**config.mk**
```make
export PLATFORM = sky130hd
export DESIGN_NAME = des_cbc_block_cipher_top
export DESIGN_NICKNAME = d
export VERILOG_FILES = /design/src/rtl/des_cbc_pkg.sv /design/src/rtl/des_cbc_block_cipher_top.sv
export SDC_FILE = /design/constraint.sdc
export NUM_CORES = 1
export LEC_CHECK = 0
export ABC_AREA = 0
export BUFFER_PORTS_ARGS = -buffer_cell sky130_fd_sc_hd__buf_2
export CAP_MARGIN = 20
export CORE_UTILIZATION = 50
export CTS_CLUSTER_DIAMETER = 150
export CTS_CLUSTER_SIZE = 24
export DETAILED_ROUTE_END_ITERATION = 10
export PLACE_DENSITY = 0.73
export SYNTH_ARGS = -nofsm -noshare
export SYNTH_HDL_FRONTEND = slang
export SYNTH_SLANG_ARGS = --single-unit
```
**constraint.sdc**
```tcl
create_clock -name clk_i -period 5.55 [get_ports clk_i]
set_input_delay 0.2775 -clock clk_i [delete_from_list [all_inputs] [get_ports clk_i]]
set_output_delay 0.2775 -clock clk_i [all_outputs]
set_load 0.005 [all_outputs]
```
**src/rtl/des_cbc_pkg.sv**
```systemverilog
// DES CBC package: permutation tables, S-boxes and helper functions.
// Used by des_cbc_block_cipher_top. No dependencies.
`default_nettype none
package des_cbc_pkg;

  localparam int unsigned BlockW  = 64;
  localparam int unsigned KeyW    = 48;
  localparam int unsigned NRounds = 16;
  localparam int unsigned RegIdxW = 2;

  typedef logic [RegIdxW-1:0] reg_idx_t;
  localparam reg_idx_t RegKey     = 2'd0;
  localparam reg_idx_t RegIv      = 2'd1;
  localparam reg_idx_t RegDecrypt = 2'd2;

  typedef logic [7:0] tab_entry_t;

  localparam tab_entry_t TabPc1 [56] = '{
    57,49,41,33,25,17,9,1,58,50,42,34,26,18,10,2,59,51,43,35,27,19,11,3,
    60,52,44,36,63,55,47,39,31,23,15,7,62,54,46,38,30,22,14,6,61,53,45,37,
    29,21,13,5,28,20,12,4};
  localparam tab_entry_t TabPc2 [48] = '{
    14,17,11,24,1,5,3,28,15,6,21,10,23,19,12,4,26,8,16,7,27,20,13,2,
    41,52,31,37,47,55,30,40,51,45,33,48,44,49,39,56,34,53,46,42,50,36,29,32};
  localparam tab_entry_t TabIp [64] = '{
    58,50,42,34,26,18,10,2,60,52,44,36,28,20,12,4,62,54,46,38,30,22,14,6,
    64,56,48,40,32,24,16,8,57,49,41,33,25,17,9,1,59,51,43,35,27,19,11,3,
    61,53,45,37,29,21,13,5,63,55,47,39,31,23,15,7};
  localparam tab_entry_t TabFp [64] = '{
    40,8,48,16,56,24,64,32,39,7,47,15,55,23,63,31,38,6,46,14,54,22,62,30,
    37,5,45,13,53,21,61,29,36,4,44,12,52,20,60,28,35,3,43,11,51,19,59,27,
    34,2,42,10,50,18,58,26,33,1,41,9,49,17,57,25};
  localparam tab_entry_t TabE [48] = '{
    32,1,2,3,4,5,4,5,6,7,8,9,8,9,10,11,12,13,12,13,14,15,16,17,
    16,17,18,19,20,21,20,21,22,23,24,25,24,25,26,27,28,29,28,29,30,31,32,1};
  localparam tab_entry_t TabP [32] = '{
    16,7,20,21,29,12,28,17,1,15,23,26,5,18,31,10,
    2,8,24,14,32,27,3,9,19,13,30,6,22,11,4,25};
  // Shift amount per round: 1 or 2
  localparam logic [NRounds-1:0] RotTwo = 16'b0111111011111100;

  localparam logic [3:0] TabSbox [8][64] = '{
    '{14,4,13,1,2,15,11,8,3,10,6,12,5,9,0,7, 0,15,7,4,14,2,13,1,10,6,12,11,9,5,3,8,
      4,1,14,8,13,6,2,11,15,12,9,7,3,10,5,0, 15,12,8,2,4,9,1,7,5,11,3,14,10,0,6,13},
    '{15,1,8,14,6,11,3,4,9,7,2,13,12,0,5,10, 3,13,4,7,15,2,8,14,12,0,1,10,6,9,11,5,
      0,14,7,11,10,4,13,1,5,8,12,6,9,3,2,15, 13,8,10,1,3,15,4,2,11,6,7,12,0,5,14,9},
    '{10,0,9,14,6,3,15,5,1,13,12,7,11,4,2,8, 13,7,0,9,3,4,6,10,2,8,5,14,12,11,15,1,
      13,6,4,9,8,15,3,0,11,1,2,12,5,10,14,7, 1,10,13,0,6,9,8,7,4,15,14,3,11,5,2,12},
    '{7,13,14,3,0,6,9,10,1,2,8,5,11,12,4,15, 13,8,11,5,6,15,0,3,4,7,2,12,1,10,14,9,
      10,6,9,0,12,11,7,13,15,1,3,14,5,2,8,4, 3,15,0,6,10,1,13,8,9,4,5,11,12,7,2,14},
    '{2,12,4,1,7,10,11,6,8,5,3,15,13,0,14,9, 14,11,2,12,4,7,13,1,5,0,15,10,3,9,8,6,
      4,2,1,11,10,13,7,8,15,9,12,5,6,3,0,14, 11,8,12,7,1,14,2,13,6,15,0,9,10,4,5,3},
    '{12,1,10,15,9,2,6,8,0,13,3,4,14,7,5,11, 10,15,4,2,7,12,9,5,6,1,13,14,0,11,3,8,
      9,14,15,5,2,8,12,3,7,0,4,10,1,13,11,6, 4,3,2,12,9,5,15,10,11,14,1,7,6,0,8,13},
    '{4,11,2,14,15,0,8,13,3,12,9,7,5,10,6,1, 13,0,11,7,4,9,1,10,14,3,5,12,2,15,8,6,
      1,4,11,13,12,3,7,14,10,15,6,8,0,5,9,2, 6,11,13,8,1,4,10,7,9,5,0,15,14,2,3,12},
    '{13,2,8,4,6,15,11,1,10,9,3,14,5,0,12,7, 1,15,13,8,10,3,7,4,12,5,6,11,0,14,9,2,
      7,11,4,1,9,12,14,2,0,6,10,13,15,3,5,8, 2,1,14,7,4,10,8,13,15,12,9,3,5,6,11,0}};

  function automatic logic [63:0] perm_ip(input logic [63:0] v);
    logic [63:0] r;
    for (int i = 0; i < 64; i++) r[63-i] = v[64-int'(TabIp[i])];
    return r;
  endfunction

  function automatic logic [63:0] perm_fp(input logic [63:0] v);
    logic [63:0] r;
    for (int i = 0; i < 64; i++) r[63-i] = v[64-int'(TabFp[i])];
    return r;
  endfunction

  function automatic logic [55:0] perm_pc1(input logic [63:0] v);
    logic [55:0] r;
    for (int i = 0; i < 56; i++) r[55-i] = v[64-int'(TabPc1[i])];
    return r;
  endfunction

  function automatic logic [47:0] perm_pc2(input logic [55:0] v);
    logic [47:0] r;
    for (int i = 0; i < 48; i++) r[47-i] = v[56-int'(TabPc2[i])];
    return r;
  endfunction

  // One Feistel function: E, subkey XOR, S-boxes, P
  function automatic logic [31:0] feistel(input logic [47:0] sk, input logic [31:0] rv);
    logic [47:0] e;
    logic [31:0] o;
    logic [31:0] p;
    logic [5:0]  six;
    for (int i = 0; i < 48; i++) e[47-i] = rv[32-int'(TabE[i])];
    e = e ^ sk;
    for (int i = 0; i < 8; i++) begin
      six = e[47-6*i -: 6];
      o[31-4*i -: 4] = TabSbox[i][{six[5], six[0], six[4:1]}];
    end
    for (int i = 0; i < 32; i++) p[31-i] = o[32-int'(TabP[i])];
    return p;
  endfunction

endpackage
`default_nettype wire

```
**src/rtl/des_cbc_block_cipher_top.sv**
```systemverilog
// DES CBC block cipher top level: one shared round unit run 16 times per beat.
// Depends on des_cbc_pkg.
//
//   channel  | handshake          | payload
//   ---------+--------------------+-----------------------------------
//   cfg      | cfg_valid/ready    | cfg_index_i, cfg_data_i
//   in       | in_valid/ready     | data_block_i, first_block_i
//   out      | out_valid/ready    | out_block_o
//
// The input beat edge loads IP and the key halves. Output valid rises once the
// StRound states of the shared Feistel round unit and the StDone finishing state
// have passed. The next input beat is taken only after StOut returns to StIdle.
// Subkeys come from C/D shift registers rotated alongside the rounds
// (right rotation when decrypting), so no key schedule memory exists.
// Reset clears the chain and registers to zero. Input is held off while a
// block is in flight or its result waits; output stalls hold the result.
`default_nettype none
module des_cbc_block_cipher_top (
  input  wire logic        clk_i,
  input  wire logic        rst_ni,
  input  wire logic        cfg_valid_i,
  output logic             cfg_ready_o,
  input  wire logic [1:0]  cfg_index_i,
  input  wire logic [63:0] cfg_data_i,
  input  wire logic        in_valid_i,
  output logic             in_ready_o,
  input  wire logic [63:0] data_block_i,
  input  wire logic        first_block_i,
  output logic             out_valid_o,
  input  wire logic        out_ready_i,
  output logic [63:0]      out_block_o
);

  typedef enum logic [1:0] {StIdle, StRound, StDone, StOut} state_e;

  state_e      state_q;
  logic [3:0]  rnd_q;
  logic [63:0] key_q, iv_q, chain_q, in_blk_q, out_q;
  logic        dec_q;
  logic [31:0] l_q, r_q;
  logic [27:0] c_q, d_q;
  logic [55:0] cd_init;
  logic [27:0] c_rot, d_rot;
  logic [63:0] chain_use, des_in, pre_fp;
  logic [31:0] f_out;
  logic        two;

  assign cfg_ready_o = 1'b1;
  assign in_ready_o  = (state_q == StIdle);
  assign out_valid_o = (state_q == StOut);
  assign out_block_o = out_q;

  assign cd_init   = des_cbc_pkg::perm_pc1(key_q);
  assign chain_use = first_block_i ? iv_q : chain_q;
  assign des_in    = dec_q ? data_block_i : (data_block_i ^ chain_use);
  assign two       = des_cbc_pkg::RotTwo[rnd_q];

  // Encrypt rotates left before use; decrypt uses current key then rotates right
  always_comb begin
    if (dec_q) begin
      c_rot = c_q;
      d_rot = d_q;
    end else if (two) begin
      c_rot = {c_q[25:0], c_q[27:26]};
      d_rot = {d_q[25:0], d_q[27:26]};
    end else begin
      c_rot = {c_q[26:0], c_q[27]};
      d_rot = {d_q[26:0], d_q[27]};
    end
  end

  assign f_out  = des_cbc_pkg::feistel(des_cbc_pkg::perm_pc2({c_rot, d_rot}), r_q);
  assign pre_fp = {r_q, l_q};

  always_ff @(posedge clk_i or negedge rst_ni) begin
    if (!rst_ni) begin
      state_q  <= StIdle;
      rnd_q    <= '0;
      key_q    <= '0;
      iv_q     <= '0;
      dec_q    <= 1'b0;
      chain_q  <= '0;
      in_blk_q <= '0;
      out_q    <= '0;
      l_q      <= '0;
      r_q      <= '0;
      c_q      <= '0;
      d_q      <= '0;
    end else begin
      if (cfg_valid_i) begin
        case (cfg_index_i)
          des_cbc_pkg::RegKey:     key_q <= cfg_data_i;
          des_cbc_pkg::RegIv:      iv_q  <= cfg_data_i;
          des_cbc_pkg::RegDecrypt: dec_q <= cfg_data_i[0];
          default: ;
        endcase
      end
      case (state_q)
        StIdle: begin
          if (in_valid_i) begin
            {l_q, r_q} <= des_cbc_pkg::perm_ip(des_in);
            in_blk_q   <= data_block_i;
            chain_q    <= chain_use;
            c_q        <= cd_init[55:28];
            d_q        <= cd_init[27:0];
            rnd_q      <= '0;
            state_q    <= StRound;
          end
        end
        StRound: begin
          l_q <= r_q;
          r_q <= l_q ^ f_out;
          if (dec_q) begin
            // right rotation by the amount of round 16-i
            if (des_cbc_pkg::RotTwo[4'd15 - rnd_q]) begin
              c_q <= {c_q[1:0], c_q[27:2]};
              d_q <= {d_q[1:0], d_q[27:2]};
            end else begin
              c_q <= {c_q[0], c_q[27:1]};
              d_q <= {d_q[0], d_q[27:1]};
            end
          end else begin
            c_q <= c_rot;
            d_q <= d_rot;
          end
          rnd_q <= rnd_q + 4'd1;
          if (rnd_q == 4'd15) state_q <= StDone;
        end
        StDone: begin
          if (dec_q) begin
            out_q   <= des_cbc_pkg::perm_fp(pre_fp) ^ chain_q;
            chain_q <= in_blk_q;
          end else begin
            out_q   <= des_cbc_pkg::perm_fp(pre_fp);
            chain_q <= des_cbc_pkg::perm_fp(pre_fp);
          end
          state_q <= StOut;
        end
        StOut: begin
          if (out_ready_i) state_q <= StIdle;
        end
        default: state_q <= StIdle;
      endcase
    end
  end

endmodule
`default_nettype wire
```
==> qor.yml <==
outcome: "complete, no violations"
clkSinkCount: 439
synth_seq_cells: 439
fp.dieArea_um2: 61700
wl_met2_um: 47600
rows: 89
fmax_mhz: 186
yosysWarnings: 0
initial_utilization_pct: 51.1
firstDrtPassIters: 8
nets: 3607
fin_ws_ns: 0.183
rsz0062_at_grt: "false"
synth.largest_area_cell: "dfrtp_1"
setup_tns_ns: 0
grt_max_degree: 153
hold_depth: 2
maxSlewHeadroom_pct: 26.6
core_area_um2: 59500
clock-skew-final_ns: 0.0571
tightest_slew_ns: 1.09
start_kind: "flip-flop"
cts_root_buf: "clkbuf_16"
power_density_nw_per_um2: 755
globalplace.congestion: 1.04
synth_area_um2: 30400
fin_crit_ns: 5.37
via_per_inst: 6.77
vias: 28313
grt_usage_pct: 35.0
p_leak_nw: 13.8
min_period_over_period_pct: 96.7
setup_viol: 0
cp_max_fo: 29
syn2layout_area_growth_pct: 11.0
fin_cells: 4180
synth.distinct_cells: 114
grt_pass1_wl_um: 169000
wl_um: 110000
die_w_um: 248
drive_gt1_share_pct: 19.5
hold_viol_final: 0
dr.max_layer_used: "met4"
path_class: "reg -> reg"
drc: 0
layout_commonest_cell: "dfrtp_1"
irDropWorstVdd_mv: 0.337
min_path_type: "in -> reg"
grt_pass1_vias: 26919
io_buffers: 201
ant_nets: 0
numCtsBuffers: 22
m1WireLength_um: 43600
ys_seq_area_share_pct: 36.2
syn_avg_cell_area_um2: 9.32
worstSetupEndpointType: "flip-flop"
layout_common_cells: "dfrtp_1 (437), nand2_1 (299), a21oi_1 (236)"
wl_met3_um: 12100
pin_count: 203
clk_pin_slew_worst_paths_ns: 0.11
finalMaxSlewViolations: 0
cts_tree: "built"
die_h_um: 248
htreeDepth: 1
cts_buffer_depth: 3
reg2reg_depth: 14
yosysTopAreaCellShare_pct: 36.2
power.total_mw: 25.5
synth_fp_nets: 3461
critical_path_arrival_ns: 5.88
dp.cells: 4026
dp_hpwl_um: 76100
synth_edf_count: 0
synthFlopType: "dfrtp_1"
wl_per_cell_um: 26.4
clkLatencyLatePin_ns: 0.63
antenna_found_initial: 3
drt_iter0_drc: 3408
pre_cts_ws_ns: 0.570
maxCapViolCount: 0
synth-async-reset-ratio_pct: 100
synth_cells: 3257
synthTopCellsByArea: "dfrtp_1 (36%), mux2_2 (8.7%), a21oi_1 (3.9%)"
worstPathRequired_ns: 6.06
grt_overflow: 0
critical path, cell delays in order, from the launching register on:
cell	delay, ns
dfrtp_1	0.62
inv_1	0.12
ha_1	0.24
mux2_4	0.46
a211o_2	0.52
o221a_2	0.30
xor2_2	0.51
inv_1	0.31
ha_1	0.30
nor2_1	0.15
mux4_2	0.26
nor3_1	0.05
nor3_1	0.89
mux2i_1	0.24
a221oi_1	0.31
flip-flops by register name, indices dropped and copies added (netlist names):
register and flops:
in_blk_q 64, key_q 56, iv_q 64, dec_q 1, l_q 32, c_q 28
r_q 32, state_q 2, rnd_q 4, out_block_o 64, d_q 28, chain_q 64
stage by stage:
| step | cell area [µm²] | hold slack (ns) | utilization [%] |
|---|---|---|---|
| 2_1_floorplan | 30400 | -0.0181 | - |
| 3_3_place_gp | 31800 | 0.407 | 53.5 |
| 3_5_place_dp | 31800 | 0.410 | 53.5 |
| 4_1_cts | 33700 | 0.00626 | 56.6 |
| 5_1_grt | 33700 | 0.00734 | 56.7 |
| 6_report | 33700 | 0.0176 | 56.7 |
layout make-up:
class	count	area, µm²
well taps	773	967
diodes	2	5.00
flip-flops and latches	439	11000
fillers	5238	25700
clock buffers	23	554
clock inverters	3	53.8
inverters	104	390
multi-input cells	2439	17900
repair buffers	397	2860
cells by family after synthesis:
family	after synthesis	share of synthesized area, %
DFF	439	36.2
buffers and inverters	379	5.22
adders and majority gates	69	2.84
xor gates and xnor gates	156	4.82
other	1	0.0124
AOI/OAI and AO/OA	1021	23.8
muxes	380	14.7
and+or+nand+nor	812	12.5
synthesized netlist by cell type (58+ instances only):
cell,instances
ha_1,68
nor2_1,206
xnor2_1,79
o21ai_0,184
a21oi_1,236
or3_1,58
xor2_1,68
inv_1,97
mux2i_1,115
mux2_2,234
clkbuf_1,185
nand2_1,301
o22ai_1,148
dfrtp_1,439
report_power, final:
group | leakage (nW) | switching, mW | internal [mW] | total, mW
combinational | 8.34 | 10.4 | 6.82 | 17.3
sequential | 5.22 | 1.81 | 4.51 | 6.32
clock | 0.291 | 1.13 | 0.733 | 1.86
path summary, 6_finish.rpt:
path / startpoint / to / slack, ns
min in group asynchronous: rst_ni / out_block_o[52] / 0.30
max in group asynchronous: rst_ni / iv_q[3] / 3.69
setup reg to reg: rnd_q[1] / r_q[1] / 0.18
setup / recovery: rnd_q[1] / r_q[1] / 0.18
hold reg to reg: in_blk_q[32] / in_blk_q[32] / 0.51
hold / removal: cfg_data_i[12] / key_q[12] / 0.02
layer usage:
metal  track usage [%]  vias up
li1                  -    12429
met1              46.8    13865
met2              51.9     1686
met3              8.72      333
met4              19.0        0
met5                 0        -
repair_timing:
item / CTS / global route
buffers inserted: 0 / 0
resized for setup: 0 / 0
hold buffers: 125 / 0
endpoints found under the hold margin: 283 / 0
No activity file was read; power rests on OpenSTA's default activity.
